## config.mk

```make
export PLATFORM = sky130hd
export DESIGN_NAME = current_record_validator_flat
export DESIGN_NICKNAME = d
export VERILOG_FILES = /design/src/rtl/core/crv_pkg.sv /design/src/rtl/core/crv_stream_if.sv /design/src/rtl/core/current_record_validator.sv /design/src/rtl/core/crv_crc_byte.sv /design/src/flat_wrapper.sv
export SDC_FILE = /design/constraint.sdc
export NUM_CORES = 1
export LEC_CHECK = 0
export BUFFER_PORTS_ARGS = -buffer_cell sky130_fd_sc_hd__buf_2
export CORE_UTILIZATION = 65
export CTS_CLUSTER_DIAMETER = 30
export DETAILED_ROUTE_END_ITERATION = 8
export GPL_TIMING_DRIVEN = 0
export PLACE_DENSITY_LB_ADDON = 0.25
export SYNTH_ARGS = -nofsm -noshare
export SYNTH_HDL_FRONTEND = slang
export SYNTH_SLANG_ARGS = --single-unit
```

## constraint.sdc

```tcl
create_clock -name clk -period 14.5 [get_ports clk]
set_input_delay 1.45 -clock clk [delete_from_list [all_inputs] [get_ports clk]]
set_output_delay 1.45 -clock clk [all_outputs]
set_load 0.01 [all_outputs]
```

## src/rtl/core/crv_pkg.sv

```systemverilog
// ----------------------------------------------------------------------------
// crv_pkg
// Shared types and constants for the record validator: record layout,
// magic bytes, checksum polynomial, status codes and channel payloads.
// ----------------------------------------------------------------------------
package crv_pkg;

    // Record layout, in byte positions
    localparam int COUNT_W = 5;
    localparam logic [COUNT_W-1:0] MAGIC_BYTES  = 5'd8;
    localparam logic [COUNT_W-1:0] SCHEMA_START = 5'd12;
    localparam logic [COUNT_W-1:0] GEN_START    = 5'd16;
    localparam logic [COUNT_W-1:0] CRC_SPAN     = 5'd24;
    localparam logic [COUNT_W-1:0] RECORD_BYTES = 5'd28;
    localparam logic [COUNT_W-1:0] COUNT_SAT    = 5'd29;

    localparam logic [7:0] MAGIC [8] = '{
        8'h49, 8'h4E, 8'h4E, 8'h42, 8'h43, 8'h55, 8'h52, 8'h31
    };

    localparam logic [31:0] CRC_POLY = 32'hEDB88320;
    localparam logic [31:0] CRC_INIT = 32'hFFFFFFFF;

    // Configuration port
    localparam int CFG_INDEX_W = 1;
    localparam int CFG_DATA_W  = 32;
    localparam logic [CFG_INDEX_W-1:0] REG_FORMAT = 1'b0;
    localparam logic [CFG_INDEX_W-1:0] REG_SCHEMA = 1'b1;

    typedef enum logic [2:0] {
        ST_OK       = 3'd0,
        ST_SIZE     = 3'd1,
        ST_MAGIC    = 3'd2,
        ST_CHECKSUM = 3'd3,
        ST_FORMAT   = 3'd4,
        ST_SCHEMA   = 3'd5,
        ST_GEN_ZERO = 3'd6
    } crv_status_t;

    typedef struct packed {
        logic [7:0] record_byte;
        logic       last_byte;
    } crv_in_t;

    typedef struct packed {
        crv_status_t status;
        logic [31:0] format_version;
        logic [31:0] schema_version;
        logic [63:0] generation;
    } crv_out_t;

endpackage

```

## src/rtl/core/crv_stream_if.sv

```systemverilog
// ----------------------------------------------------------------------------
// crv_stream_if
// Valid/ready channel carrying one item per accepted handshake.
// ----------------------------------------------------------------------------
interface crv_stream_if #(
    parameter type payload_t = logic
);
    logic     valid;
    logic     ready;
    payload_t payload;

    modport source (
        output valid,
        output payload,
        input  ready
    );

    modport sink (
        input  valid,
        input  payload,
        output ready
    );
endinterface

```

## src/rtl/core/current_record_validator.sv

```systemverilog
// ----------------------------------------------------------------------------
// current_record_validator
// Byte-serial checker for a fixed 28-byte record with magic and CRC-32.
// ----------------------------------------------------------------------------
// Usage:
//   record  - sink channel, one byte per item, last_byte flags the final byte.
//   result  - source channel, one status item per flagged byte, none otherwise.
//   cfg_*   - write port for the expected format and schema versions; write
//             only while no record is in flight and no result is pending.
// Throughput: one byte per cycle. All checks for a byte are settled in the
//   cycle it is accepted; the only limit is the two-entry result buffer.
// Result: a flagged byte's status is registered into the output register, or
//   into the skid entry while the output register holds a status not taken.
// Stall: a non-flagged byte never needs a result slot. The output register
//   plus one skid entry let the block keep taking bytes while a status waits;
//   record.ready drops only when both entries are full.
// Reset: clears the per-record state (count, CRC, captured fields), empties
//   the result buffer and sets both expected versions to 1.
// Length: the count saturates at 29; a flag at any count other than 28 gives
//   a size error with zeroed fields. Bytes past the 28th are only counted.
// ----------------------------------------------------------------------------
module current_record_validator
    import crv_pkg::*;
(
    input  logic                   clk,
    input  logic                   rst_n,
    crv_stream_if.sink             record,
    crv_stream_if.source           result,
    input  logic                   cfg_we,
    input  logic [CFG_INDEX_W-1:0] cfg_index,
    input  logic [CFG_DATA_W-1:0]  cfg_data
);

    // Configuration registers
    logic [31:0] exp_format_reg;
    logic [31:0] exp_schema_reg;

    // Per-record state
    logic [COUNT_W-1:0] count_reg, count_next;
    logic [31:0]        crc_reg, crc_next;
    logic               magic_good_reg, magic_good_next;
    logic [31:0]        format_reg, format_next;
    logic [31:0]        schema_reg, schema_next;
    logic [63:0]        gen_reg, gen_next;
    logic [31:0]        stored_crc_reg, stored_crc_next;

    // Result buffer: output register and skid entry
    logic     out_valid_reg;
    crv_out_t out_data_reg;
    logic     skid_valid_reg;
    crv_out_t skid_data_reg;

    logic        accept;
    logic        push;
    logic        pop;
    logic [7:0]  rx_byte;
    logic [31:0] crc_stepped;
    logic        size_ok;
    crv_out_t    new_result;

    assign rx_byte = record.payload.record_byte;

    // Hold off new bytes only when both result entries are occupied.
    assign record.ready = !skid_valid_reg;
    assign accept       = record.valid && record.ready;
    assign push         = accept && record.payload.last_byte;
    assign pop          = out_valid_reg && result.ready;

    assign result.valid   = out_valid_reg;
    assign result.payload = out_data_reg;

    crv_crc_byte u_crc_byte (
        .crc_in  (crc_reg),
        .data    (rx_byte),
        .crc_out (crc_stepped)
    );

    // Advance the record state by the byte on the input.
    always_comb
    begin
        magic_good_next = magic_good_reg;
        crc_next        = crc_reg;
        format_next     = format_reg;
        schema_next     = schema_reg;
        gen_next        = gen_reg;
        stored_crc_next = stored_crc_reg;

        if (count_reg < RECORD_BYTES)
        begin
            if (count_reg < MAGIC_BYTES && rx_byte != MAGIC[count_reg[2:0]])
            begin
                magic_good_next = 1'b0;
            end
            if (count_reg < CRC_SPAN)
            begin
                crc_next = crc_stepped;
            end
            // Fields arrive little-endian: shift each new byte in at the top.
            priority if (count_reg < MAGIC_BYTES)
            begin
            end
            else if (count_reg < SCHEMA_START)
            begin
                format_next = {rx_byte, format_reg[31:8]};
            end
            else if (count_reg < GEN_START)
            begin
                schema_next = {rx_byte, schema_reg[31:8]};
            end
            else if (count_reg < CRC_SPAN)
            begin
                gen_next = {rx_byte, gen_reg[63:8]};
            end
            else
            begin
                stored_crc_next = {rx_byte, stored_crc_reg[31:8]};
            end
        end

        count_next = (count_reg < COUNT_SAT) ? count_reg + 1'b1 : count_reg;
    end

    // Status of the record if this byte is the flagged one, first failure wins.
    always_comb
    begin
        size_ok = (count_next == RECORD_BYTES);

        priority if (!size_ok)
            new_result.status = ST_SIZE;
        else if (!magic_good_next)
            new_result.status = ST_MAGIC;
        else if ((crc_next ^ CRC_INIT) != stored_crc_next)
            new_result.status = ST_CHECKSUM;
        else if (format_next != exp_format_reg)
            new_result.status = ST_FORMAT;
        else if (schema_next != exp_schema_reg)
            new_result.status = ST_SCHEMA;
        else if (gen_next == 64'd0)
            new_result.status = ST_GEN_ZERO;
        else
            new_result.status = ST_OK;

        new_result.format_version = size_ok ? format_next : 32'd0;
        new_result.schema_version = size_ok ? schema_next : 32'd0;
        new_result.generation     = size_ok ? gen_next    : 64'd0;
    end

    // Configuration writes
    always_ff @(posedge clk or negedge rst_n)
    begin
        if (!rst_n)
        begin
            exp_format_reg <= 32'd1;
            exp_schema_reg <= 32'd1;
        end
        else if (cfg_we)
        begin
            unique case (cfg_index)
                REG_FORMAT: exp_format_reg <= cfg_data;
                REG_SCHEMA: exp_schema_reg <= cfg_data;
                default:    ;
            endcase
        end
    end

    // Record state: advance on each byte, drop back to the start after the flag.
    always_ff @(posedge clk or negedge rst_n)
    begin
        if (!rst_n)
        begin
            count_reg      <= '0;
            crc_reg        <= CRC_INIT;
            magic_good_reg <= 1'b1;
            format_reg     <= '0;
            schema_reg     <= '0;
            gen_reg        <= '0;
            stored_crc_reg <= '0;
        end
        else if (accept)
        begin
            if (record.payload.last_byte)
            begin
                count_reg      <= '0;
                crc_reg        <= CRC_INIT;
                magic_good_reg <= 1'b1;
                format_reg     <= '0;
                schema_reg     <= '0;
                gen_reg        <= '0;
                stored_crc_reg <= '0;
            end
            else
            begin
                count_reg      <= count_next;
                crc_reg        <= crc_next;
                magic_good_reg <= magic_good_next;
                format_reg     <= format_next;
                schema_reg     <= schema_next;
                gen_reg        <= gen_next;
                stored_crc_reg <= stored_crc_next;
            end
        end
    end

    // Result buffer control. A push with the skid full cannot happen since
    // record.ready is low then.
    always_ff @(posedge clk or negedge rst_n)
    begin
        if (!rst_n)
        begin
            out_valid_reg  <= 1'b0;
            skid_valid_reg <= 1'b0;
        end
        else if (skid_valid_reg)
        begin
            if (pop)
            begin
                skid_valid_reg <= 1'b0;
            end
        end
        else if (push)
        begin
            if (out_valid_reg && !pop)
            begin
                skid_valid_reg <= 1'b1;
            end
            else
            begin
                out_valid_reg <= 1'b1;
            end
        end
        else if (pop)
        begin
            out_valid_reg <= 1'b0;
        end
    end

    always_ff @(posedge clk)
    begin
        if (skid_valid_reg)
        begin
            if (pop)
            begin
                out_data_reg <= skid_data_reg;
            end
        end
        else if (push)
        begin
            if (out_valid_reg && !pop)
            begin
                skid_data_reg <= new_result;
            end
            else
            begin
                out_data_reg <= new_result;
            end
        end
    end

    // ------------------------------------------------------------------------
    // Assertions
    // ------------------------------------------------------------------------
    a_skid_behind_out: assert property (
        @(posedge clk) disable iff (!rst_n)
        skid_valid_reg |-> out_valid_reg
    ) else $error("skid entry holds a result while the output register is empty");

    a_flag_gives_result: assert property (
        @(posedge clk) disable iff (!rst_n)
        push |=> out_valid_reg
    ) else $error("flagged byte accepted but no result presented");

    a_count_saturates: assert property (
        @(posedge clk) disable iff (!rst_n)
        count_reg <= COUNT_SAT
    ) else $error("byte count ran past its saturation value");

    a_size_error_zeroes: assert property (
        @(posedge clk) disable iff (!rst_n)
        (out_valid_reg && out_data_reg.status == ST_SIZE) |->
            (out_data_reg.generation == 64'd0 && out_data_reg.format_version == 32'd0)
    ) else $error("size error result carries decoded fields");

endmodule

```

## src/rtl/core/crv_crc_byte.sv

```systemverilog
// ----------------------------------------------------------------------------
// crv_crc_byte
// One byte of reflected CRC-32: xor in the byte, then eight shift steps.
// ----------------------------------------------------------------------------
module crv_crc_byte
    import crv_pkg::*;
(
    input  logic [31:0] crc_in,
    input  logic [7:0]  data,
    output logic [31:0] crc_out
);

    always_comb
    begin
        logic [31:0] c;
        c = crc_in ^ {24'd0, data};
        for (int k = 0; k < 8; k++)
        begin
            c = c[0] ? ((c >> 1) ^ CRC_POLY) : (c >> 1);
        end
        crc_out = c;
    end

endmodule

```

## src/flat_wrapper.sv

```systemverilog
// flat-port wrapper written by rule: the top's interface ports become plain ports
module current_record_validator_flat import crv_pkg::*;
  (clk, rst_n, cfg_we, cfg_index, cfg_data, record_valid, record_payload, record_ready, result_valid, result_payload, result_ready);
  crv_stream_if #(.payload_t(crv_in_t)) record_i ();
  crv_stream_if #(.payload_t(crv_out_t)) result_i ();
  input  logic clk;
  input  logic rst_n;
  input  logic cfg_we;
  input  logic [CFG_INDEX_W-1:0] cfg_index;
  input  logic [CFG_DATA_W-1:0] cfg_data;
  input wire logic [$bits(record_i.valid)-1:0] record_valid;
  input wire logic [$bits(record_i.payload)-1:0] record_payload;
  output wire logic [$bits(record_i.ready)-1:0] record_ready;
  output wire logic [$bits(result_i.valid)-1:0] result_valid;
  output wire logic [$bits(result_i.payload)-1:0] result_payload;
  input wire logic [$bits(result_i.ready)-1:0] result_ready;
  assign record_i.valid = record_valid;
  assign record_i.payload = record_payload;
  assign record_ready = record_i.ready;
  assign result_valid = result_i.valid;
  assign result_payload = result_i.payload;
  assign result_i.ready = result_ready;
  current_record_validator u_core (.clk(clk), .rst_n(rst_n), .record(record_i), .result(result_i), .cfg_we(cfg_we), .cfg_index(cfg_index), .cfg_data(cfg_data));
endmodule
```

# Word level (Yosys, flattened, before mapping)
# Memory sizes are Yosys's and may differ from the RTL's.
# Cells that the tools add are included.
# W data, S select, Z words.
# totals
romBits,64
wordCells,123
reg_bits,526
input_bits,47
output_inout_bits,133
memories,1
# mem_list
memory,words,width,read_ports,rd_ports_with_merged_regs,write_ports,line_no,text
(name not given),8,8,1,0,0,current_record_validator.sv:90,if (count_reg < MAGIC_BYTES && rx_byte != MAGIC[count_reg[2:0]])
# classes
reduce_logical,15
n_lt_le_gt_ge,7
n_eq_ne,8
n_addsub,1
muxes,59
n_bitwise,13
# ops
operator,n
$mux W32,28
$mux W131,4
$mux W64,7
$not A13 Y14,8
$ne A32 B32 Y1,3
$logic_not A64 Y1,1
$not A32 Y32,1
$xor A32 B8 Y32,1
$lt A5 B5 Y1 const B,4
$mux W3,6
$mux W8,2
$lt A5 B4 Y1 const B,2
$mux W1,10
$mux W5,2
$reduce_and A3 Y1,3
$ne A8 B8 Y1,1
$add A5 B1 Y5 const B,1
$eq A5 B5 Y1 const B,1
$logic_and A1 B1 Y1,5
$ge A4 B4 Y1 const B,1
$ne A2 B2 Y1 const B,2
$not A3 Y4,1
$reduce_and A2 Y1,2
$reduce_bool A2 Y1,2
3 further kinds,5

# Longest topological paths before layout
# Gate-level depths: netlist (run 1).
# depth
word_depth,27
ltp_mapped,12
depth_no_buf,10

# Hierarchy
# A second synthesis (run 1) with hierarchy kept.
# hier_totals
cells_unflattened,2093
area_unflattened_um2,25261.7
# modules_own_cells
mod,area_per_inst_um2,instances,cells_each,seq_area_each_um2
current_record_validator,24318.3,1,2030,14517.7
crv_crc_byte,943.4,1,63,0.0

# Worst setup path after synthesis (run 1)
# Ideal clock, no wire load.
# synth_path
path_kind,input to register
start,input record_valid
end,register u_core.out_data_reg (netlist bit u_core.result.payload[0]) (enable)
setup_ns,0.664
path_buffers,2
t_required_ns,13.836
cell_stages,5
path_slack_ns,5.372
arrival_ns,8.464
path_cell_list,nor2b_1 clkbuf_1 clkbuf_1 nand2_1 a21oi_1
# synth_via
elab_chain_cells,4
# synth_rtl
element,line_no,text
"start, declared",flat_wrapper.sv:11,input wire logic [$bits(record_i.valid)-1:0] record_valid;
$logic_and A1 B1 Y1,current_record_validator.sv:65,assign accept = record.valid && record.ready;
$logic_and A1 B1 Y1,current_record_validator.sv:66,assign push = accept && record.payload.last_byte;
$reduce_bool A2 Y1 (no line),-,
$reduce_and A3 Y1 (no line),-,
"end signal, assigned",current_record_validator.sv:243,out_data_reg <= skid_data_reg;
"end signal, assigned",current_record_validator.sv:254,out_data_reg <= new_result;
"end, declared",current_record_validator.sv:49,crv_out_t out_data_reg;
# Every way passes these cells.
# A chain may end at the register's enable or synchronous reset.

==> metrics.md, run 1 <==
| Metric | Value |
|---|---|
| Antenna fix cells | 0 |
| RR Startpoint | u_core.count_reg[2] |
| Worst Tran Pin Value | 1.04 ns |
| Warnings from Yosys | 0 |
| Static Leak | roughly 13 nW |
| Area of the core | 37600 um2 |
| Sw Share | 30.2% |
| Hold_buf cts | 0 |
| Layout cells sized above 1 | 21.2% |
| Skew-Pair Late Insertion Delay | about 0.62 ns |
| Fillers | 2100 |
| Slew headroom | 30.9% |
| Pre-CTS setup slack | 9.35 ns |
| Status | complete, no violations |
| Post-route cell area | 30000 um2 |
| Synthesized cell area | approximately 25000 um2 |
| Slowest cell on crit path | xor2_1 |
| # port buffers | 176 |
| Io pins | 180 |
| # H-tree levels | 3 |
| Net count reported at finish | 2276 |
| Pwr/cell area | 191 nW/um2 |
| Synth Net Count | 1991 |
| Initial core utilization | 66.0% |
| CP Depth | 11 |
| Routed wire length | 70100 um |
| Sequential-to-total area share from yosys stat | between 50% and 60% |
| Seq cells post-synth | roughly 530 |
| DR WL/cell | between 20 and 25 um |
| Pins over their slew limit | 0 |
| Iteration-0 DRC Markers | just under 2000 |
| Hold path start | u_core.schema_reg[6] |
| Synth cell count leaders | 262 x edfxtp_1, 229 x dfrtp_1, 173 x mux2i_1 |
| Top delay family on crit path | XOR/XNOR gates |
| Total Routing Usage GR | 36.8% |
| WHS | 0.497 ns |
| Root Driver | clkbuf_16 |
| First-pass detailed-route iteration total | 8 |
| CTS Buffer Depth | 3 |
| Sink Count | 526 |
| Reg clk slew, reported paths | around 0.050 ns |
| Pint | 4.00 mW |
| Element type at the critical path start | input port |
| Asr flop ratio synth | 50.2% |
| Fmax | 216 MHz |
| Hold Path Class | reg2reg |
| Critical path arrival | 5.00 ns |
| Buffers and inverters on the worst path | 2 |
| Post-CTS Resized | 0 |
| Max FO, Critical Path | 10 |
| P_sw | roughly 1.7 mW |
| Maxcap violations | 0 |
| Setup TNS | 0 ns |
| Worst VDD drop | 156 uV |
| Initial antenna violation count | 1 |
| Fin crit share | 31.9% |
| Main area contributors after synthesis | edfxtp_1 32%, dfrtp_1 23%, mux2i_1 7.0%, a22o_1 4.9%, o31ai_1 3.9% |
| Minimum clock period | 4.63 ns |
| Hold Crit Depth | 2 |
| Post-synth EDFFs | 262 |
| Vias in the first global route | 17902 |
| Final Hold Fails | 0 |
| Comb power frac | 25.1% |
| Setup Buffers After CTS | 0 |
| RSZ-0062 raised after global routing | false |
| Seq pwr share | 33.0% |
| DIE HEIGHT | a little under 200 um |
| Most frequent cell after synthesis | edfxtp_1 |
| Most used DFF post-synth | edfxtp_1 |
| Post-Syn Instances | 1938 |
| DP Area | 26500 um2 |
| Largest net degree at the start of global routing | 111 |
| Post-synth top area cell | edfxtp_1 |
| Hold Path End | u_core.schema_reg[6] |
| R2R setup slack | 10.08 ns |
| Reg2reg path depth | 10 |
| # rows | 71 |
| Synth top area share | a little under a third |
| Critical path type | in2reg |
| Antenna-violating nets left | 0 |
| Cell Chain, Critical Path | buf_2, buf_1, xor2_1, xnor3_1, xor2_1, nand2_1, a211oi_1, nand4_1, nor4_2, a31oi_1, mux2_2 |
| Worst path max stage delay | roughly 0.6 ns |
| Grt ovf | 0 |
| Clock Power Share | 41.9% |
| First-pass GRT wire length | 107000 um |
| Req. time, crit path | approximately 15 ns |
| Detailed-route via count | around 18000 |
| Drt drc | 0 |
| Reg-to-reg endpoint | u_core.result.payload[63] |
| Syn Area/Cell | between 10 and 15 um2 |
| Placer congestion estimate | 0.965 |
| CTS tree | done |
| Type of element capturing the critical path | flip-flop |
| Final HPWL DP | ~47000 um |
| Via/cell ratio | 6.43 |
| P&R area growth vs syn | 21.2% |
| Die ar. | a little under 40000 um2 |
| Synth unique cells | 59 |
| Inserted Clock Buffers | 99 |
| # setup viols final | 0 |
| Clock Skew | 0.0232 ns |
| Setup ws final | slightly below 10 ns |
| Crit path top cell by count | xor2_1 |
| Die Wd | 197 um |
-- routing by layer --
layer  share of wire [%]  global-route usage [%]  wire [um]  up-vias
li1                    -                       -          -     7800
met1                  40                    50.5      28300     9086
met2                  47                    57.0      32800     1059
met3                 9.3                    8.50       6500      196
met4                 3.6                    15.0       2520        2
met5               0.017                       0         12        -
-- stage by stage --
stage	utilization, %	power (mW)	instances
6_report	80.0	5.73	2820
5_1_grt	80.0	5.92	2820
4_1_cts	80.0	5.72	2820
3_5_place_dp	70.6	3.31	2633
3_3_place_gp	70.0	3.29	2625
2_1_floorplan	-	2.92	1938
-- worst reg2reg max path, delay by kind of cell, from the launching register on --
family | cells | cell delay [ns]
AOI/OAI and AO/OA | 1 | 0.27
buffers and inverters | 6 | 2.90
DFF | 1 | 0.45
and+or+nand+nor | 3 | 0.51
-- cells by family after synthesis --
kind of cell	synth area share, %
DFF	58.6
adders and majority gates	0.303
AOI/OAI and AO/OA	11.9
muxes	10.2
xor gates and xnor gates	8.89
and+or+nand+nor	7.81
buffers and inverters	2.40
-- cells in the final DEF (no fill, tap or decap), types with 9 or more instances in the layout --
| cell | synthesis | final |
|---|---|---|
| xor2_1 | 46 | 46 |
| clkinv_4 | 0 | 10 |
| o31ai_1 | 130 | 130 |
| dfrtp_1 | 229 | 229 |
| buf_2 | 13 | 188 |
| a21oi_1 | 19 | 18 |
| nand3_1 | 10 | 10 |
| nor3_1 | 11 | 11 |
| mux2i_1 | 173 | 173 |
| o21ai_0 | 34 | 34 |
| edfxtp_1 | 262 | 262 |
| nor2_1 | 161 | 161 |
| clkbuf_1 | 111 | 118 |
| dfstp_2 | 35 | 35 |
| clkbuf_16 | 0 | 102 |
| clkinvlp_4 | 0 | 16 |
| bufinv_16 | 0 | 16 |
| clkinv_2 | 0 | 9 |
| xnor2_1 | 105 | 105 |
| a22o_1 | 140 | 140 |
| mux2_2 | 70 | 70 |
| xnor2_2 | 10 | 10 |
| nand2_1 | 169 | 169 |
| buf_1 | 19 | 19 |
| xnor3_1 | 24 | 24 |
| nand4_1 | 10 | 10 |
| nor4_1 | 33 | 33 |
| nand2b_1 | 11 | 11 |
| o22a_1 | 24 | 24 |
| inv_6 | 0 | 10 |
| clkinv_1 | 1 | 12 |
-- final cells by class --
| class | count | area (um2) | area share (%) |
|---|---|---|---|
| plain buffers | 144 | 564 | 1.88 |
| clock buffers | 111 | 2610 | 8.67 |
| clock inverters | 76 | 921 | 3.07 |
| inverters | 8 | 30.0 | 0.100 |
| multi-input cells | 1260 | 9690 | 32.3 |
| flip-flops and latches | 526 | 14500 | 48.3 |
| well taps | 511 | 639 | 2.13 |
| repair buffers | 184 | 1070 | 3.57 |
-- how the worst max path moves through the flow --
stage	endpoint	startpoint
finish	u_core.result.payload[129]	record_payload[1]
global route	u_core.result.payload[130]	record_payload[4]
CTS	u_core.result.payload[129]	record_payload[1]
detailed placement	u_core.result.payload[129]	record_payload[1]
global placement	u_core.result.payload[51]	record_valid
floorplan	u_core.result.payload[0]	record_valid
-- power by group through the flow --
stage	sequential [mW]	clock, mW	combinational, mW
6_report	1.89	2.40	1.44
5_1_grt	1.90	2.48	1.54
4_1_cts	1.89	2.41	1.42
3_5_place_dp	1.91	0	1.40
3_3_place_gp	1.94	0	1.36
2_1_floorplan	1.94	0	0.978
Power figures use the tool's default switching activity.
==> run 2, diff against run 1 <==
CORE_UTILIZATION = 55   (was 65)
clock period = 4 ns   (was 14.5 ns; I/O delays follow)
==> run 2 against run 1 <==
Against the previous run:
- clock power grew to 3.7 times the previous value
- clock-buffer cell count grew 19
- routed wire length barely moved
- utilization shrank 11 points
- global-route usage is 6.1 points lower
- cell area grew 1.3%
- clock skew rose by 0.0012 ns
- final cell count is 3.5% higher
- critical endpoint is now u_core.result.payload[130]
- largest cell class unchanged
- largest power group unchanged
- highest routed layer is now met4
==> metrics.md, run 2 (synthesis results as in run 1) <==
| Metric | Value |
|---|---|
| Antenna-violating nets left | 0 (unchanged) |
| Minimum clock period | between 3 and 4 ns |
| CTS Buffer Depth | 3 (unchanged) |
| Final HPWL DP | 48000 um (+2.6%) |
| # H-tree levels | 3 (unchanged) |
| Maxcap violations | 0 (unchanged) |
| Setup ws final | 0.0490 ns (-9.82 ns) |
| Total Routing Usage GR | 30.7% (-6.1 points) |
| Pins over their slew limit | 0 (unchanged) |
| Clock Skew | 0.0244 ns (+0.00125 ns) |
| Sink Count | 526 (unchanged) |
| Seq pwr share | 32.5% (-0.5 points) |
| Static Leak | 12.7 nW (+1.1%) |
| Hold Path Class | in2reg |
| Type of element capturing the critical path | flip-flop |
| Clock Power Share | 42.5% (+0.6 points) |
| Routed wire length | 70100 um (about the same) |
| Reg clk slew, reported paths | 0.06 ns (about the same) |
| Post-route cell area | 30400 um2 (+1.3%) |
| Status | complete, no violations |
| Initial core utilization | 55.9% (-10 points) |
| Fin crit share | 98.8% |
| Element type at the critical path start | flip-flop |
| Fmax | roughly 250 MHz |
| Initial antenna violation count | 1 (unchanged) |
| First-pass detailed-route iteration total | 5 (-3) |
| # port buffers | 176 (unchanged) |
| WHS | 0.0225 ns (-0.475 ns) |
| Net count reported at finish | 2288 (+0.53%) |
| P_sw | 6.38 mW (+270%) |
| Commonest cells after routing, fill and taps aside | 262 x edfxtp_1, 229 x dfrtp_1, 188 x buf_2 |
| Largest net degree at the start of global routing | 113 (+1.8%) |
| Worst VDD drop | 403 uV (+160%) |
| Layout cells sized above 1 | 22.3% (+1.0 points) |
| Iteration-0 DRC Markers | 1891 (-4.6%) |
| # setup viols final | 0 (unchanged) |
| Inserted Clock Buffers | 106 (+7.1%) |
| Fin util | 68.6% (-11 points) |
| Die ar. | 45900 um2 (+18%) |
| Vias in the first global route | 17803 (-0.55%) |
| Critical path type | reg2reg |
| Placer congestion estimate | 0.929 (-3.6%) |
| Max FO, Critical Path | 10 (unchanged) |
| Pre-CTS setup slack | -0.282 ns (-9.63 ns) |
| Setup Buffers After CTS | 0 (unchanged) |
| P&R area growth vs syn | 22.7% |
| Worst Tran Pin Value | 1.14 ns (+0.102 ns) |
| Die Wd | 214 um (+8.6%) |
| Comb power frac | 25.0% (about the same) |
| DR WL/cell | 24.0 um (-3.4%) |
| Io pins | 180 (unchanged) |
| Via/cell ratio | 6.13 (-4.7%) |
| Final Non-Filler Cells | 2920 (+3.5%) |
| Slew headroom | 24.1% (-6.8 points) |
| First-pass GRT wire length | 108000 um (+0.61%) |
| Final Hold Fails | 0 (unchanged) |
| Commonest non-fill, non-tap cell in the layout | edfxtp_1 |
| Grt ovf | 0 (unchanged) |
| Drt drc | 0 (unchanged) |
| DIE HEIGHT | 214 um (+8.6%) |
| Placed Instances | 2714 (+3.1%) |
| Pint | 14.8 mW (+270%) |
| Req. time, crit path | 4.38 ns (-10.49 ns) |
| Sw Share | 30.2% (about the same) |
| CTS tree | done |
| Pwr/cell area | 695 nW/um2 (+260%) |
| DP Area | 26600 um2 (+0.38%) |
| Multi-input logic area | 9750 um2 (+0.58%) |
| Fillers | 3112 (+48%) |
| Detailed-route via count | 17910 (-1.3%) |
| # rows | 77 (+8.5%) |
| RSZ-0062 raised after global routing | true |
| Register area | 14500 um2 (unchanged) |
| Critical path arrival | 4.33 ns (-0.67 ns) |
| Root Driver | clkbuf_16 |
| Area of the core | 44300 um2 (+18%) |
| Skew-Pair Late Insertion Delay | 0.64 ns (+0.02 ns) |
==> run 2: cell types whose count changed in the layout (fill, tap and decap cells not counted), sizes merged, moves of 2 or more <==
| cell | previous run | this run |
|---|---|---|
| clkbuf | 222 | 242 |
| bufinv | 16 | 14 |
| clkinv | 32 | 41 |
| clkinvlp | 16 | 4 |
| dlygate4sd3 | 0 | 5 |
==> run 2: layout make-up <==
cell class	count	area share, %
Sequential cell	526	47.7
Multi-Input combinational cell	1260	32.0
Clock buffer	130	9.45
Timing Repair Buffer	189	3.69
Clock inverter	70	2.66
Tap cell	592	2.43
Buffer	144	1.89
Inverter	8	0.0987
Antenna cell	1	0.00823
==> run 2: worst max-delay path, cell delays in order, from the launching register on <==
cell and delay [ns]:
dfrtp_1 0.45, buf_2 0.27, nand3b_1 0.12, buf_2 0.33, buf_4 0.35, mux2i_2 0.48, xnor2_1 0.14, nor4_1 0.31
nand4_1 0.27, nor4_2 0.38, a21oi_1 0.12, and3_1 0.21, mux2_2 0.27
==> run 2: final timing paths <==
path / start / endpoint / slack (ns) / cells past startpoint
min in group asynchronous: rst_n / u_core.exp_schema_reg[14] / 0.32 / 2
hold / removal: cfg_data[0] / u_core.exp_format_reg[0] / 0.02 / 2
setup reg to reg: u_core.count_reg[2] / u_core.result.payload[130] / 0.05 / 12
setup / recovery: u_core.count_reg[2] / u_core.result.payload[130] / 0.05 / 12
hold reg to reg: u_core.schema_reg[6] / u_core.schema_reg[6] / 0.50 / 2
max in group asynchronous: rst_n / u_core.gen_reg[10] / 2.68 / 3
==> run 2: what timing repair did <==
item                       4_1_cts  5_1_grt
setup endpoints to repair      123        7
hold buffers                     5        0
gates resized for setup         11       12
hold endpoints to repair        50        0
==> run 2: power groups by stage <==
| stage | Clock (mW) | Sequential, mW | Combinational (mW) |
|---|---|---|---|
| floorplan | 0 | 6.97 | 3.55 |
| global placement | 0 | 6.96 | 5.03 |
| detailed placement | 0 | 6.94 | 5.17 |
| CTS | 9.06 | 6.86 | 5.24 |
| global route | 9.33 | 6.91 | 5.64 |
| finish | 8.99 | 6.86 | 5.29 |
==> run 2: per-stage QoR <==
step	total power, mW	setup TNS (ns)
global placement	12.0	-727.34
CTS	21.2	0
floorplan	10.5	0
global route	21.9	-0.0659
detailed placement	12.1	-7.26
finish	21.1	0
==> run 2: metal layers <==
layer	routed length, um	track usage [%]
met5	0	0
met2	32100	46.7
met3	5770	5.73
met4	2400	12.4
met1	29800	43.7
==> run 3, diff against run 2 <==
CAP_MARGIN = 20   (was default)
SYNTH_HIERARCHICAL = 1   (was default)
==> run 3 against run 2 <==
Against the previous run:
- via count increased by 6.7%
- clock power shrank 0.9%
- fmax grew 2.0%
- sequential power grew 1%
- clock skew increased by 0.025 ns
- critical endpoint is now u_core/result.payload[129]
==> metrics.md, run 3 <==
| Metric | Value |
|---|---|
| Critical path type | reg2reg |
| Area of the core | 45400 um2 (+2.4%) |
| DP Area | 27100 um2 (+1.9%) |
| Minimum clock period | 3.87 ns (-0.0792 ns) |
| DR WL/cell | 24.3 um (+1.2%) |
| Grt ovf | 0 (unchanged) |
| Antenna-violating nets left | 0 (unchanged) |
| Routed wire length | 75500 um (+7.6%) |
| Io pins | 180 (unchanged) |
| Initial antenna violation count | 0 (-1) |
| Most used DFF post-synth | edfxtp_1 |
| Total Routing Usage GR | 32.5% (+1.8 points) |
| # port buffers | 178 (+1.1%) |
| Most frequent cell after synthesis | edfxtp_1 |
| R2R setup slack | 0.13 ns (+0.08 ns) |
| Seq cells post-synth | 526 (unchanged) |
| Asr flop ratio synth | 50.2% (unchanged) |
| First-pass detailed-route iteration total | 8 (+3) |
| Worst path max stage delay | 0.60 ns (+0.12 ns) |
| Status | complete, no violations |
| Synth unique cells | 70 (+19%) |
| Crit path top cell by count | xnor2_2 |
| Reg2reg path depth | 11 (-1) |
| WHS | 0.0270 ns (+0.00444 ns) |
| Post-Syn Instances | 2093 (+8.0%) |
| Fin crit share | 96.8% (-2.0 points) |
| Hold path start | cfg_data[1] |
| Buffers and inverters on the worst path | 1 (-2) |
| Cell Chain, Critical Path | xnor2_2, xnor2_2, xor3_1, xnor2_1, nor4_1, nand4_1, o31ai_4, nand4b_1, buf_4, a311oi_2, o31ai_2 |
| Commonest cells after routing, fill and taps aside | 262 x edfxtp_1, 229 x dfrtp_1, 198 x buf_2 |
| DIE HEIGHT | 216 um (+0.94%) |
| Skew-Pair Late Insertion Delay | 0.67 ns (+0.03 ns) |
| Static Leak | 12.0 nW (-5.3%) |
| P&R area growth vs syn | 23.0% |
| Drt drc | 0 (unchanged) |
| # rows | 78 (+1.3%) |
| Fin util | 68.5% (-0.19 points) |
| Sw Share | 32.1% (+1.9 points) |
| Root Driver | clkbuf_16 |
| Synthesized cell area | 25300 um2 (+1.9%) |
| Pins over their slew limit | 0 (unchanged) |
| Final HPWL DP | 52300 um (+8.9%) |
| Antenna fix cells | 0 (-1) |
| Reg clk slew, reported paths | 0.05 ns (about the same) |
| Hold Path Class | in2reg |
| Largest net degree at the start of global routing | 125 (+11%) |
| Worst VDD drop | 399 uV (-1.0%) |
| Clock Skew | 0.0499 ns (+0.0255 ns) |
| P_sw | 6.90 mW (+8.2%) |
| Synth cell count leaders | 262 x edfxtp_1, 229 x dfrtp_1, 189 x nand2_1 |
| Fmax | 258 MHz (+2.0%) |
| RSZ-0062 raised after global routing | false |
| Synth Net Count | 2147 (+7.8%) |
| Main area contributors after synthesis | edfxtp_1 31%, dfrtp_1 23%, a22o_1 5.1%, mux2i_1 5.0%, o31ai_1 3.9% |
| Reg-to-reg endpoint | u_core/result.payload[129] |
| Hold Crit Depth | 2 (unchanged) |
| CTS tree | done |
| Sequential-to-total area share from yosys stat | 57.5% (-1.1 points) |
| Maxcap violations | 0 (unchanged) |
| Top delay family on crit path | XOR/XNOR gates |
| Post-synth EDFFs | 262 (unchanged) |
| Pint | 14.6 mW (-1.1%) |
| Sink Count | 526 (unchanged) |
| Net count reported at finish | 2462 (+7.6%) |
| Warnings from Yosys | 6 (+6) |
| Pwr/cell area | 692 nW/um2 (-0.40%) |
| # H-tree levels | 3 (unchanged) |
| Die Wd | 216 um (+0.94%) |
| Post-synth top area cell | edfxtp_1 |
| CTS Buffer Depth | 3 (unchanged) |
| Seq pwr share | 32.3% (-0.2 points) |
| First-pass GRT wire length | 115000 um (+6.1%) |
| # setup viols final | 0 (unchanged) |
| Iteration-0 DRC Markers | 2030 (+7.4%) |
| Commonest non-fill, non-tap cell in the layout | edfxtp_1 |
| Clock Power Share | 41.4% (-1.1 points) |
| Via/cell ratio | 6.16 (+0.42%) |
| Syn Area/Cell | 12.1 um2 (-5.6%) |
| Post-route cell area | 31100 um2 (+2.1%) |
| Type of element capturing the critical path | flip-flop |
| Element type at the critical path start | flip-flop |
| Req. time, crit path | 4.35 ns (-0.03 ns) |
| Vias in the first global route | 18904 (+6.2%) |
| Worst Tran Pin Value | 1.09 ns (-0.0448 ns) |
| Synth top area share | 31.1% (-0.60 points) |
| Comb power frac | 26.3% (+1.3 points) |
| Placer congestion estimate | 0.932 (+0.32%) |
| Slew headroom | 27.1% (+3.0 points) |
| Final Hold Fails | 0 (unchanged) |
| Layout cells sized above 1 | 20.6% (-1.7 points) |
| Initial core utilization | 55.7% (-0.27 points) |
| Max FO, Critical Path | 6 (-4) |
| Detailed-route via count | 19113 (+6.7%) |
| Die ar. | 46800 um2 (+1.9%) |
| Critical path arrival | 4.22 ns (-0.11 ns) |
| Inserted Clock Buffers | 107 (+0.94%) |
| Hold Path End | u_core/exp_schema_reg[1] |
| Slowest cell on crit path | dfstp_2 |
| RR Startpoint | u_core/crc_reg[3] |
## run 3: changes by cell type after synthesis, moves of 12 or more
cell and delta:
o22ai_1 +12, xor2_1 +20, xnor3_1 -13, mux2i_1 -48, mux2_2 -17, a21oi_1 +32, nor2_1 +21, nand2_1 +20
nand4_1 +15, inv_1 +42
## run 3: how the worst max path moves through the flow
stage	start	cells past startpoint	end	slack, ns
floorplan	u_core/skid_valid_reg	5	u_core/result.payload[0]	0.17
global placement	rst_n	1	u_core/stored_crc_reg[7]	-2.20
detailed placement	record_payload[8]	11	u_core/result.payload[129]	-0.46
CTS	u_core/crc_reg[5]	11	u_core/result.payload[129]	0.11
global route	u_core/crc_reg[1]	11	u_core/result.payload[129]	0.04
finish	u_core/crc_reg[3]	11	u_core/result.payload[129]	0.13
## run 3: per-stage QoR
stage	worst slack, ns	power, mW	instances	setup TNS [ns]
2_1_floorplan	0.170	10.8	2093	0
4_1_cts	0.115	21.5	3103	0
6_report	0.128	21.5	3103	0
5_1_grt	0.0439	22.3	3103	0
3_3_place_gp	-2.20	12.4	2871	-738.06
3_5_place_dp	-0.463	12.5	2879	-1.26
## run 3: area by class of cell
class,count,area [um2]
Buffer,161,698
Sequential cell,526,14500
Multi-Input combinational cell,1357,9930
Timing Repair Buffer,206,1280
Clock inverter,81,888
Inverter,49,184
Fill cell,3192,14300
Clock buffer,123,2820
Tap cell,600,751
## run 3: worst reg2reg max path, cell delays in order (launching register included)
cell and delay (ns):
dfstp_2 0.60, xnor2_2 0.20, xnor2_2 0.56, xor3_1 0.47, xnor2_1 0.16, nor4_1 0.24
nand4_1 0.21, o31ai_4 0.30, nand4b_1 0.13, buf_4 0.18, a311oi_2 0.40, o31ai_2 0.11
## run 3: timing repair
item,in CTS,in global routing
buffers inserted,2,0
setup endpoints to repair,4,1
pin swaps,3,0
gates resized for setup,3,3
gates cloned,0,0
endpoints found under the hold margin,93,0
hold buffers,18,0
## run 3: power by group through the flow
| stage | sequential [mW] | clock (mW) | combinational [mW] |
|---|---|---|---|
| 3_5_place_dp | 7.02 | 0 | 5.48 |
| 4_1_cts | 6.93 | 9.01 | 5.58 |
| 3_3_place_gp | 7.03 | 0 | 5.38 |
| 5_1_grt | 6.99 | 9.31 | 5.99 |
| 6_report | 6.95 | 8.91 | 5.65 |
| 2_1_floorplan | 7.02 | 0 | 3.81 |
## run 3: kinds of logic after synthesis
| kind of cell | Yosys count | synth area share, % |
|---|---|---|
| adders and majority gates | 7 | 0.347 |
| buffers and inverters | 210 | 3.49 |
| AOI/OAI and AO/OA | 465 | 13.9 |
| and+or+nand+nor | 501 | 8.76 |
| DFF | 526 | 57.5 |
| xor gates and xnor gates | 206 | 8.71 |
| muxes | 178 | 7.32 |
## run 3: metal layers
layer,routed length [um],up-vias,share of wire [%],GRT usage [%]
met1,31300,9565,41,45.0
met3,6710,146,8.9,6.71
met4,2300,0,3.1,12.4
met5,0,-,0,0
li1,-,8393,-,-
met2,35100,1009,47,50.7
